## src/sv/ivit_pkg.sv

```systemverilog
// ----------------------------------------------------------------------------
// Integer value interning table: package
// Field widths, status and command codes, and default sizes.
// ----------------------------------------------------------------------------
package ivit_pkg;

  localparam int NUM_ATTRS_DEF = 4;
  localparam int VALUES_PER_ATTR_DEF = 16;

  localparam int VALUE_W = 64;
  localparam int ATTR_W = 2;
  localparam int ID_W = 4;
  localparam int ST_W = 3;

  // Capacity registers, one per attribute code.
  localparam int CAP_REGS = 4;
  localparam int CAP_W = 5;
  localparam int CAP_IDX_W = 2;
  localparam int ADDR_W = 4;
  localparam int DATA_W = 32;
  localparam logic [CAP_W-1:0] CAP_RESET = 5'd16;

  localparam logic CMD_LOOKUP = 1'b0;
  localparam logic CMD_ASSIGN = 1'b1;

  typedef logic [CAP_W-1:0] cap_t;

  typedef enum logic [ST_W-1:0] {
    ST_FOUND       = 3'd0,
    ST_ASSIGNED    = 3'd1,
    ST_NOT_FOUND   = 3'd2,
    ST_CAP_REFUSED = 3'd3,
    ST_OVERFLOW    = 3'd4
  } status_t;

endpackage

```

## src/sv/ivit_ram.sv

```systemverilog
// ----------------------------------------------------------------------------
// Integer value interning table: generic RAM
// One write port, one read port, read data registered.
// ----------------------------------------------------------------------------
module ivit_ram #(
  parameter int WIDTH = 64,
  parameter int DEPTH = 64
) (
  input  logic                                       clk,
  input  logic                                       we,
  input  logic [((DEPTH > 1) ? $clog2(DEPTH) : 1)-1:0] waddr,
  input  logic [WIDTH-1:0]                           wdata,
  input  logic                                       re,
  input  logic [((DEPTH > 1) ? $clog2(DEPTH) : 1)-1:0] raddr,
  output logic [WIDTH-1:0]                           rdata
);

  logic [WIDTH-1:0] mem_r [DEPTH];
  logic [WIDTH-1:0] rdata_r;

  always_ff @(posedge clk) begin
    if (we) begin
      mem_r[waddr] <= wdata;
    end
    if (re) begin
      rdata_r <= mem_r[raddr];
    end
  end

  assign rdata = rdata_r;

endmodule

```

## src/sv/ivit_cfg.sv

```systemverilog
// ----------------------------------------------------------------------------
// Integer value interning table: capacity registers
// APB-style register file holding one capacity limit per attribute.
// ----------------------------------------------------------------------------
module ivit_cfg (
  input  logic                          clk,
  input  logic                          rst_n,
  input  logic                          psel,
  input  logic                          penable,
  input  logic                          pwrite,
  input  logic [ivit_pkg::ADDR_W-1:0]   paddr,
  input  logic [ivit_pkg::DATA_W-1:0]   pwdata,
  output logic [ivit_pkg::DATA_W-1:0]   prdata,
  output logic                          pready,
  output ivit_pkg::cap_t                cap_o [ivit_pkg::CAP_REGS]
);

  ivit_pkg::cap_t                    caps_r [ivit_pkg::CAP_REGS];
  logic [ivit_pkg::CAP_IDX_W-1:0]    reg_idx;
  logic                              wr_en;

  assign reg_idx = paddr[ivit_pkg::ADDR_W-1:2];
  assign wr_en   = psel && penable && pwrite;
  assign pready  = 1'b1;
  assign prdata  = ivit_pkg::DATA_W'(caps_r[reg_idx]);

  always_ff @(posedge clk) begin
    if (!rst_n) begin
      for (int i = 0; i < ivit_pkg::CAP_REGS; i++) begin
        caps_r[i] <= ivit_pkg::CAP_RESET;
      end
    end else if (wr_en) begin
      caps_r[reg_idx] <= pwdata[ivit_pkg::CAP_W-1:0];
    end
  end

  assign cap_o = caps_r;

endmodule

```

## src/sv/ivit_engine.sv

```systemverilog
// ----------------------------------------------------------------------------
// Integer value interning table: search engine
// Walks one attribute's stored values through the RAM, then decides.
// ----------------------------------------------------------------------------
module ivit_engine #(
  parameter int NUM_ATTRS       = ivit_pkg::NUM_ATTRS_DEF,
  parameter int VALUES_PER_ATTR = ivit_pkg::VALUES_PER_ATTR_DEF
) (
  input  logic                                  clk,
  input  logic                                  rst_n,
  input  logic                                  start,
  output logic                                  busy,
  input  logic                                  in_cmd,
  input  logic [ivit_pkg::ATTR_W-1:0]           in_attr_id,
  input  logic signed [ivit_pkg::VALUE_W-1:0]   in_value,
  input  logic                                  in_always_assign,
  input  ivit_pkg::cap_t                        cap_i [ivit_pkg::CAP_REGS],
  output logic                                  ram_we,
  output logic [((NUM_ATTRS * VALUES_PER_ATTR > 1) ?
                 $clog2(NUM_ATTRS * VALUES_PER_ATTR) : 1)-1:0] ram_waddr,
  output logic [ivit_pkg::VALUE_W-1:0]          ram_wdata,
  output logic                                  ram_re,
  output logic [((NUM_ATTRS * VALUES_PER_ATTR > 1) ?
                 $clog2(NUM_ATTRS * VALUES_PER_ATTR) : 1)-1:0] ram_raddr,
  input  logic [ivit_pkg::VALUE_W-1:0]          ram_rdata,
  output logic                                  out_valid,
  output logic [ivit_pkg::ID_W-1:0]             out_id,
  output logic [ivit_pkg::ST_W-1:0]             out_status
);

  localparam int DEPTH = NUM_ATTRS * VALUES_PER_ATTR;
  localparam int AW    = (DEPTH > 1) ? $clog2(DEPTH) : 1;
  localparam int IW    = $clog2(VALUES_PER_ATTR);
  localparam int CW    = $clog2(VALUES_PER_ATTR + 1);
  localparam int AIW   = (NUM_ATTRS > 1) ? $clog2(NUM_ATTRS) : 1;
  localparam int KW    = (CW > ivit_pkg::CAP_W) ? CW : ivit_pkg::CAP_W;
  localparam logic [AW-1:0] VPA_A = AW'(VALUES_PER_ATTR);
  localparam logic [CW-1:0] VPA_C = CW'(VALUES_PER_ATTR);

  typedef enum logic {
    S_IDLE,
    S_SCAN
  } state_t;

  state_t                        state_r;
  logic                          cmd_r;
  logic [ivit_pkg::ATTR_W-1:0]   attr_r;
  logic [ivit_pkg::VALUE_W-1:0]  val_r;
  logic                          always_r;
  logic                          bad_r;
  logic [AW-1:0]                 base_r;
  logic [CW-1:0]                 cnt_r;
  logic [CW-1:0]                 rd_idx_r;
  logic                          cmp_vld_r;
  logic [IW-1:0]                 cmp_idx_r;
  logic [CW-1:0]                 counts_r [NUM_ATTRS];
  logic                          out_valid_r;
  logic [ivit_pkg::ID_W-1:0]     out_id_r;
  ivit_pkg::status_t             out_status_r;

  logic                          start_ok;
  logic                          in_bad;
  logic                          hit;
  logic                          more;
  logic                          miss;
  ivit_pkg::status_t             miss_status;

  assign start_ok = start && (state_r == S_IDLE);
  assign in_bad   = (int'(in_attr_id) >= NUM_ATTRS);
  assign hit      = cmp_vld_r && (ram_rdata == val_r);
  assign more     = (rd_idx_r < cnt_r);
  assign miss     = (state_r == S_SCAN) && !hit && !more;

  // Outcome of a search that found nothing; the checks run in priority order.
  always_comb begin
    if (bad_r || (cmd_r == ivit_pkg::CMD_LOOKUP)) begin
      miss_status = ivit_pkg::ST_NOT_FOUND;
    end else if (!always_r && (KW'(cnt_r) >= KW'(cap_i[attr_r]))) begin
      miss_status = ivit_pkg::ST_CAP_REFUSED;
    end else if (cnt_r >= VPA_C) begin
      miss_status = ivit_pkg::ST_OVERFLOW;
    end else begin
      miss_status = ivit_pkg::ST_ASSIGNED;
    end
  end

  assign ram_re    = (state_r == S_SCAN) && !hit && more;
  assign ram_raddr = base_r + AW'(rd_idx_r);
  assign ram_we    = miss && (miss_status == ivit_pkg::ST_ASSIGNED);
  assign ram_waddr = base_r + AW'(cnt_r);
  assign ram_wdata = val_r;

  always_ff @(posedge clk) begin
    if (!rst_n) begin
      state_r     <= S_IDLE;
      cmp_vld_r   <= 1'b0;
      out_valid_r <= 1'b0;
      for (int i = 0; i < NUM_ATTRS; i++) begin
        counts_r[i] <= '0;
      end
    end else begin
      out_valid_r <= 1'b0;
      case (state_r)
        S_IDLE: begin
          if (start_ok) begin
            cmd_r     <= in_cmd;
            attr_r    <= in_attr_id;
            val_r     <= in_value;
            always_r  <= in_always_assign;
            bad_r     <= in_bad;
            base_r    <= AW'(in_attr_id) * VPA_A;
            cnt_r     <= in_bad ? '0 : counts_r[AIW'(in_attr_id)];
            rd_idx_r  <= '0;
            cmp_vld_r <= 1'b0;
            state_r   <= S_SCAN;
          end
        end
        S_SCAN: begin
          if (hit) begin
            out_valid_r  <= 1'b1;
            out_id_r     <= ivit_pkg::ID_W'(cmp_idx_r);
            out_status_r <= ivit_pkg::ST_FOUND;
            cmp_vld_r    <= 1'b0;
            state_r      <= S_IDLE;
          end else if (more) begin
            cmp_vld_r <= 1'b1;
            cmp_idx_r <= IW'(rd_idx_r);
            rd_idx_r  <= rd_idx_r + 1'b1;
          end else begin
            out_valid_r  <= 1'b1;
            out_status_r <= miss_status;
            cmp_vld_r    <= 1'b0;
            state_r      <= S_IDLE;
            if (miss_status == ivit_pkg::ST_ASSIGNED) begin
              out_id_r               <= ivit_pkg::ID_W'(cnt_r);
              counts_r[AIW'(attr_r)] <= cnt_r + 1'b1;
            end else begin
              out_id_r <= '0;
            end
          end
        end
        default: begin
          state_r <= S_IDLE;
        end
      endcase
    end
  end

  assign busy       = (state_r != S_IDLE);
  assign out_valid  = out_valid_r;
  assign out_id     = out_id_r;
  assign out_status = out_status_r;

endmodule

```

## src/sv/integer_value_interning_table.sv

```systemverilog
// ----------------------------------------------------------------------------
// Integer value interning table: top level
// Dense per-attribute ids for 64-bit integer values, searched in RAM.
// ----------------------------------------------------------------------------
// Search: an item's search reads its attribute's stored values through the
//   single RAM read port, one stored value a cycle, and out_valid rises
//   once a match is found or the stored values run out; a new item is
//   accepted only while busy is low.
// Reset (rst_n low, synchronous) empties every attribute table, sets each
//   capacity register to 16 and drops busy and out_valid.
module integer_value_interning_table #(
  parameter int NUM_ATTRS       = ivit_pkg::NUM_ATTRS_DEF,
  parameter int VALUES_PER_ATTR = ivit_pkg::VALUES_PER_ATTR_DEF
) (
  input  logic                                clk,
  input  logic                                rst_n,
  // Input item channel.
  input  logic                                start,
  output logic                                busy,
  input  logic                                in_cmd,
  input  logic [ivit_pkg::ATTR_W-1:0]         in_attr_id,
  input  logic signed [ivit_pkg::VALUE_W-1:0] in_value,
  input  logic                                in_always_assign,
  // Result channel: one item per request, shown for a single cycle.
  output logic                                out_valid,
  output logic [ivit_pkg::ID_W-1:0]           out_id,
  output logic [ivit_pkg::ST_W-1:0]           out_status,
  // Configuration port holding the capacity registers.
  input  logic                                psel,
  input  logic                                penable,
  input  logic                                pwrite,
  input  logic [ivit_pkg::ADDR_W-1:0]         paddr,
  input  logic [ivit_pkg::DATA_W-1:0]         pwdata,
  output logic [ivit_pkg::DATA_W-1:0]         prdata,
  output logic                                pready
);

  // The value store holds every attribute's table back to back: attribute a
  // owns words a*VALUES_PER_ATTR onward. Only entries below the attribute's
  // count are ever read, so the store needs no clearing after reset.
  localparam int DEPTH = NUM_ATTRS * VALUES_PER_ATTR;
  localparam int AW    = (DEPTH > 1) ? $clog2(DEPTH) : 1;

  ivit_pkg::cap_t                caps [ivit_pkg::CAP_REGS];
  logic                          ram_we;
  logic [AW-1:0]                 ram_waddr;
  logic [ivit_pkg::VALUE_W-1:0]  ram_wdata;
  logic                          ram_re;
  logic [AW-1:0]                 ram_raddr;
  logic [ivit_pkg::VALUE_W-1:0]  ram_rdata;

  // Capacity limits. Software must write them only while the block is idle;
  // the block does not enforce this. The engine reads them directly in a search.
  ivit_cfg u_cfg (
    .clk     (clk),
    .rst_n   (rst_n),
    .psel    (psel),
    .penable (penable),
    .pwrite  (pwrite),
    .paddr   (paddr),
    .pwdata  (pwdata),
    .prdata  (prdata),
    .pready  (pready),
    .cap_o   (caps)
  );

  // The engine streams reads one per cycle, each word compared in the next
  // cycle. The first match in insertion order ends the search. An unrefused
  // assign miss appends the value at the attribute's count, written back in
  // the same cycle as the result is registered; the next item cannot start
  // its reads before that write lands, so no forwarding is needed.
  ivit_engine #(
    .NUM_ATTRS       (NUM_ATTRS),
    .VALUES_PER_ATTR (VALUES_PER_ATTR)
  ) u_engine (
    .clk              (clk),
    .rst_n            (rst_n),
    .start            (start),
    .busy             (busy),
    .in_cmd           (in_cmd),
    .in_attr_id       (in_attr_id),
    .in_value         (in_value),
    .in_always_assign (in_always_assign),
    .cap_i            (caps),
    .ram_we           (ram_we),
    .ram_waddr        (ram_waddr),
    .ram_wdata        (ram_wdata),
    .ram_re           (ram_re),
    .ram_raddr        (ram_raddr),
    .ram_rdata        (ram_rdata),
    .out_valid        (out_valid),
    .out_id           (out_id),
    .out_status       (out_status)
  );

  ivit_ram #(
    .WIDTH (ivit_pkg::VALUE_W),
    .DEPTH (DEPTH)
  ) u_value_ram (
    .clk   (clk),
    .we    (ram_we),
    .waddr (ram_waddr),
    .wdata (ram_wdata),
    .re    (ram_re),
    .raddr (ram_raddr),
    .rdata (ram_rdata)
  );

endmodule

```

## config.mk

```make
export PLATFORM = sky130hd
export DESIGN_NAME = integer_value_interning_table
export DESIGN_NICKNAME = d
export VERILOG_FILES = /design/src/sv/ivit_pkg.sv /design/src/sv/ivit_ram.sv /design/src/sv/ivit_cfg.sv /design/src/sv/ivit_engine.sv /design/src/sv/integer_value_interning_table.sv
export SDC_FILE = /design/constraint.sdc
export NUM_CORES = 2
export LEC_CHECK = 0
export BUFFER_PORTS_ARGS = -buffer_cell sky130_fd_sc_hd__buf_2
export CAP_MARGIN = 25
export CORE_UTILIZATION = 55
export DETAILED_ROUTE_END_ITERATION = 6
export PLACE_DENSITY_LB_ADDON = 0.25
export RECOVER_POWER = 100
export SYNTH_ARGS = -nofsm -noshare
export SYNTH_HDL_FRONTEND = slang
export SYNTH_MEMORY_MAX_BITS = 65536
export SYNTH_SLANG_ARGS = --single-unit
```

## constraint.sdc

```tcl
create_clock -name clk -period 11.09 [get_ports clk]
set_input_delay 0.5545 -clock clk [delete_from_list [all_inputs] [get_ports clk]]
set_output_delay 0.5545 -clock clk [all_outputs]
set_load 0.02 [all_outputs]
```

==> impl_metrics.py <==
metrics = {
    "run_status": {
        "outcome": "finished, violations left",
        "failed_checks": "max-capacitance violations, max-slew violations",
    },
    "sta": {
        "rsz0062_at_grt": "no",
        "slew_violations": 5904,
        "setup_viol": 0,
        "fmax_mhz": 117,
        "hold_violations": 0,
        "tightest_slew_ns": 3.83,
        "slew_headroom": -1.55,
        "clock_skew_ns": 0.0830,
        "period_share": 0.770,
        "setup_tns_ns": 0,
        "fin_crit_ns": 8.54,
    },
    "critical_path": {
        "cp.arrival_ns": 8.42,
        "crit_path_end_kind": "flop",
        "cp_max_fo": 65,
        "regToRegStartpoint": "u_engine.ram_wdata[51]",
        "cp_slowest_cell": "clkbuf_2",
        "worstReg2RegEnd": "u_value_ram.mem_r[56][31]",
        "critPathKind": "reg2reg",
        "slowest_delay_ns": 1.93,
        "cp.required_ns": 10.97,
        "reg2reg_slack_ns": 2.55,
        "setup.worst_path.start_class": "flop",
        "reg2regPathDepth": 8,
        "crit_chain": "clkbuf_1, xor2_1, nor4_1, nand4_1, nor2_1, buf_4, nor3_1, clkbuf_2",
    },
    "clocking": {
        "path_clk_slew_ns": 0.06,
        "cts_tree": "yes",
        "h-tree-depth": 5,
        "cts_sinks": 4292,
        "clk_path_buf_depth": 4,
        "clk_latency_ns": 1.00,
        "numCtsBuffers": 419,
        "cts-root-buf": "clkbuf_16",
        "post_cts_resized": 0,
    },
    "min_path": {
        "whs_path_depth": 4,
        "min_to": "u_cfg.cap_o[17]",
        "holdCritStartpoint": "paddr[3]",
        "hold_path.class": "in2reg",
    },
    "floorplan": {
        "io_pins": 152,
        "die-area_um2": 300000,
        "core_area_um2": 297000,
        "die_h_um": 548,
        "rows": 200,
        "start_util": 0.553,
        "die_x_um": 548,
    },
    "placement": {
        "place_inst": 10700,
        "dpl.hpwl_um": 214000,
        "dpl_cell_area_um2": 170000,
        "portBuffers": 94,
        "gp_congestion": 0.816,
    },
    "logic_synthesis": {
        "synth_seq_area_share": 0.785,
        "synth_ff_type": "edfxtp_1",
        "synth_edf_count": 4269,
        "synth_cells": 6721,
        "post_synth_instance_area_um2": 164000,
        "synth_area_per_cell_um2": 24.4,
        "ys_ff_latch": 4292,
        "yosysWarnings": 0,
        "synth.distinct_cells": 47,
        "yosys.area.top_type_share": 0.782,
        "yosysTopAreaCell": "edfxtp_1",
        "synthTopCellsByArea": "edfxtp_1 78%, mux4_2 17%, mux2i_1 0.40%",
        "async_reset_ff_frac": 0,
    },
    "pwr": {
        "ir_worst_vdd_uv": 176,
        "power.leakage_nw": 56.5,
        "power_density_nw_per_um2": 187,
    },
    "grt": {
        "overflow": 0,
        "grt_pass1_vias": 77700,
        "grt_pass1_wl_um": 590000,
        "track_usage": 0.283,
        "grt_antenna_before_repair": 19,
        "grt_max_degree": 148,
    },
    "drt": {
        "drc_errors": 0,
        "wirelength_um": 423000,
        "vias_per_cell": 6.73,
        "dr.pass1.iters": 6,
        "wl_per_cell_um": 36.7,
        "vias": 77700,
        "drtIter0Drc": 12000,
        "ant_nets": 0,
    },
    "final_layout": {
        "fin_area_um2": 184000,
        "syn2layout_area_growth_pct": 12.3,
        "final_cell_mix": "4269 x edfxtp_1, 1250 x mux4_2, 421 x clkbuf_16, 280 x clkbuf_1, 129 x nand2_1",
        "nNetsFinal": 7365,
        "final_core_util": 0.621,
        "drive_gt1_frac": 0.267,
        "fin_cells": 11500,
        "n_fill_cell": 19600,
        "mostFrequentLayoutCell": "edfxtp_1",
    },
    "job": {
        "maxCapViolations": 138,
    },
}
worst max-delay path, delay by kind of cell, from the launching register on:
family / cells / cell delay (ns)
xor+xnor: 1 / 0.74
buf+inv: 3 / 4.39
flops: 1 / 0.34
simple gates: 4 / 1.80
where the power goes:
group	leakage (nW)	switching, W	internal (W)
registers	38.6	0.0000331	0.0179
logic	11.1	0.00118	0.000905
clock network	6.75	0.00609	0.00828
sequential cells by signal, summed over array words and instances (netlist names):
register and count:
u_engine.ram_wdata 64, u_engine.out_id 4, u_value_ram.mem_r 4096, u_engine.cmp_idx_r 4, u_engine.out_valid 1, u_engine.always_r 1
u_engine.cmp_vld_r 1, u_value_ram.rdata 64, u_engine.attr_r 2, u_engine.counts_r 20, u_engine.out_status 3, u_engine.busy 1
u_engine.cnt_r 5, u_engine.rd_idx_r 5, u_cfg.cap_o 20, u_engine.cmd_r 1
layout make-up:
type	instances	area (um2)	area share
Antenna cell	6	15.0	0.0000816
Clock buffer	494	10800	0.0587
Clock inverter	279	3110	0.0169
Inverter	21	80.1	0.000435
Multi-Input combinational cell	2044	33400	0.181
Sequential cell	4292	129000	0.699
Tap cell	3939	4930	0.0268
Timing Repair Buffer	463	3090	0.0168
layer usage:
layer  wire (um)  GRT usage  up-vias
met5          82          0        -
met4       16600     0.0960       14
met3       45700     0.0514      826
met2      205000      0.452     4977
met1      156000      0.400    41800
li1            -          -    30100
Yosys cell counts (4+ instances only):
cell,count
nor2b_1,66
mux4_2,1250
o31ai_1,7
nor4b_1,7
a211oi_1,46
nand4_1,15
nor3_1,90
edfxtp_1,4269
a21oi_1,51
xnor2_1,52
mux2i_1,66
xor2_1,12
nand2b_1,12
inv_1,20
nand2_1,129
clkbuf_1,171
buf_2,117
mux2_1,4
buf_6,12
a22oi_1,74
buf_1,44
a221o_1,26
buf_4,46
nor2_1,30
nand3_1,9
ha_1,14
dfxtp_1,23
a22o_1,26
cell families (layout without fill, tap and decap cells):
| family | after synthesis | in the layout | synth area share |
|---|---|---|---|
| AND/OR/NAND/NOR | 372 | 372 | 0.0111 |
| buffers and inverters | 411 | 1257 | 0.0119 |
| adder cells (fa/ha/maj) | 14 | 14 | 0.00107 |
| XOR/XNOR | 64 | 64 | 0.00342 |
| other | 2 | 34 | 0.0000458 |
| AO/OA/AOI/OAI | 246 | 246 | 0.0112 |
| flip-flops | 4292 | 4292 | 0.785 |
| multiplexers | 1320 | 1320 | 0.176 |
what timing repair did:
action                                 4_1_cts  5_1_grt
setup buffers                                0        0
hold buffers                                76        0
setup endpoints to repair                    0        0
endpoints found under the hold margin       89        0
metrics by stage:
stage | setup WS (ns) | hold slack, ns | total power [W]
4_1_cts | 5.28 | 0.204 | 0.0345
6_report | 2.55 | 0.173 | 0.0344
5_1_grt | 2.57 | 0.164 | 0.0352
2_1_floorplan | 3.38 | 0.451 | 0.0197
3_3_place_gp | 5.39 | 0.470 | 0.0203
3_5_place_dp | 5.36 | 0.483 | 0.0203
how the worst max path moves through the flow:
stage / from / to / slack, ns / cells past startpoint
2_1_floorplan: u_engine.attr_r[0] / u_value_ram.mem_r[18][0] / 3.38 / 10
3_3_place_gp: u_engine.attr_r[0] / u_value_ram.mem_r[4][34] / 5.39 / 11
5_1_grt: u_engine.ram_wdata[60] / u_value_ram.mem_r[13][54] / 2.57 / 11
4_1_cts: u_engine.ram_wdata[45] / u_value_ram.mem_r[55][59] / 5.28 / 11
3_5_place_dp: u_engine.ram_wdata[60] / u_value_ram.mem_r[62][9] / 5.36 / 11
6_report: u_engine.ram_wdata[51] / u_value_ram.mem_r[56][31] / 2.55 / 8
No activity file was read; power rests on OpenSTA's default activity.
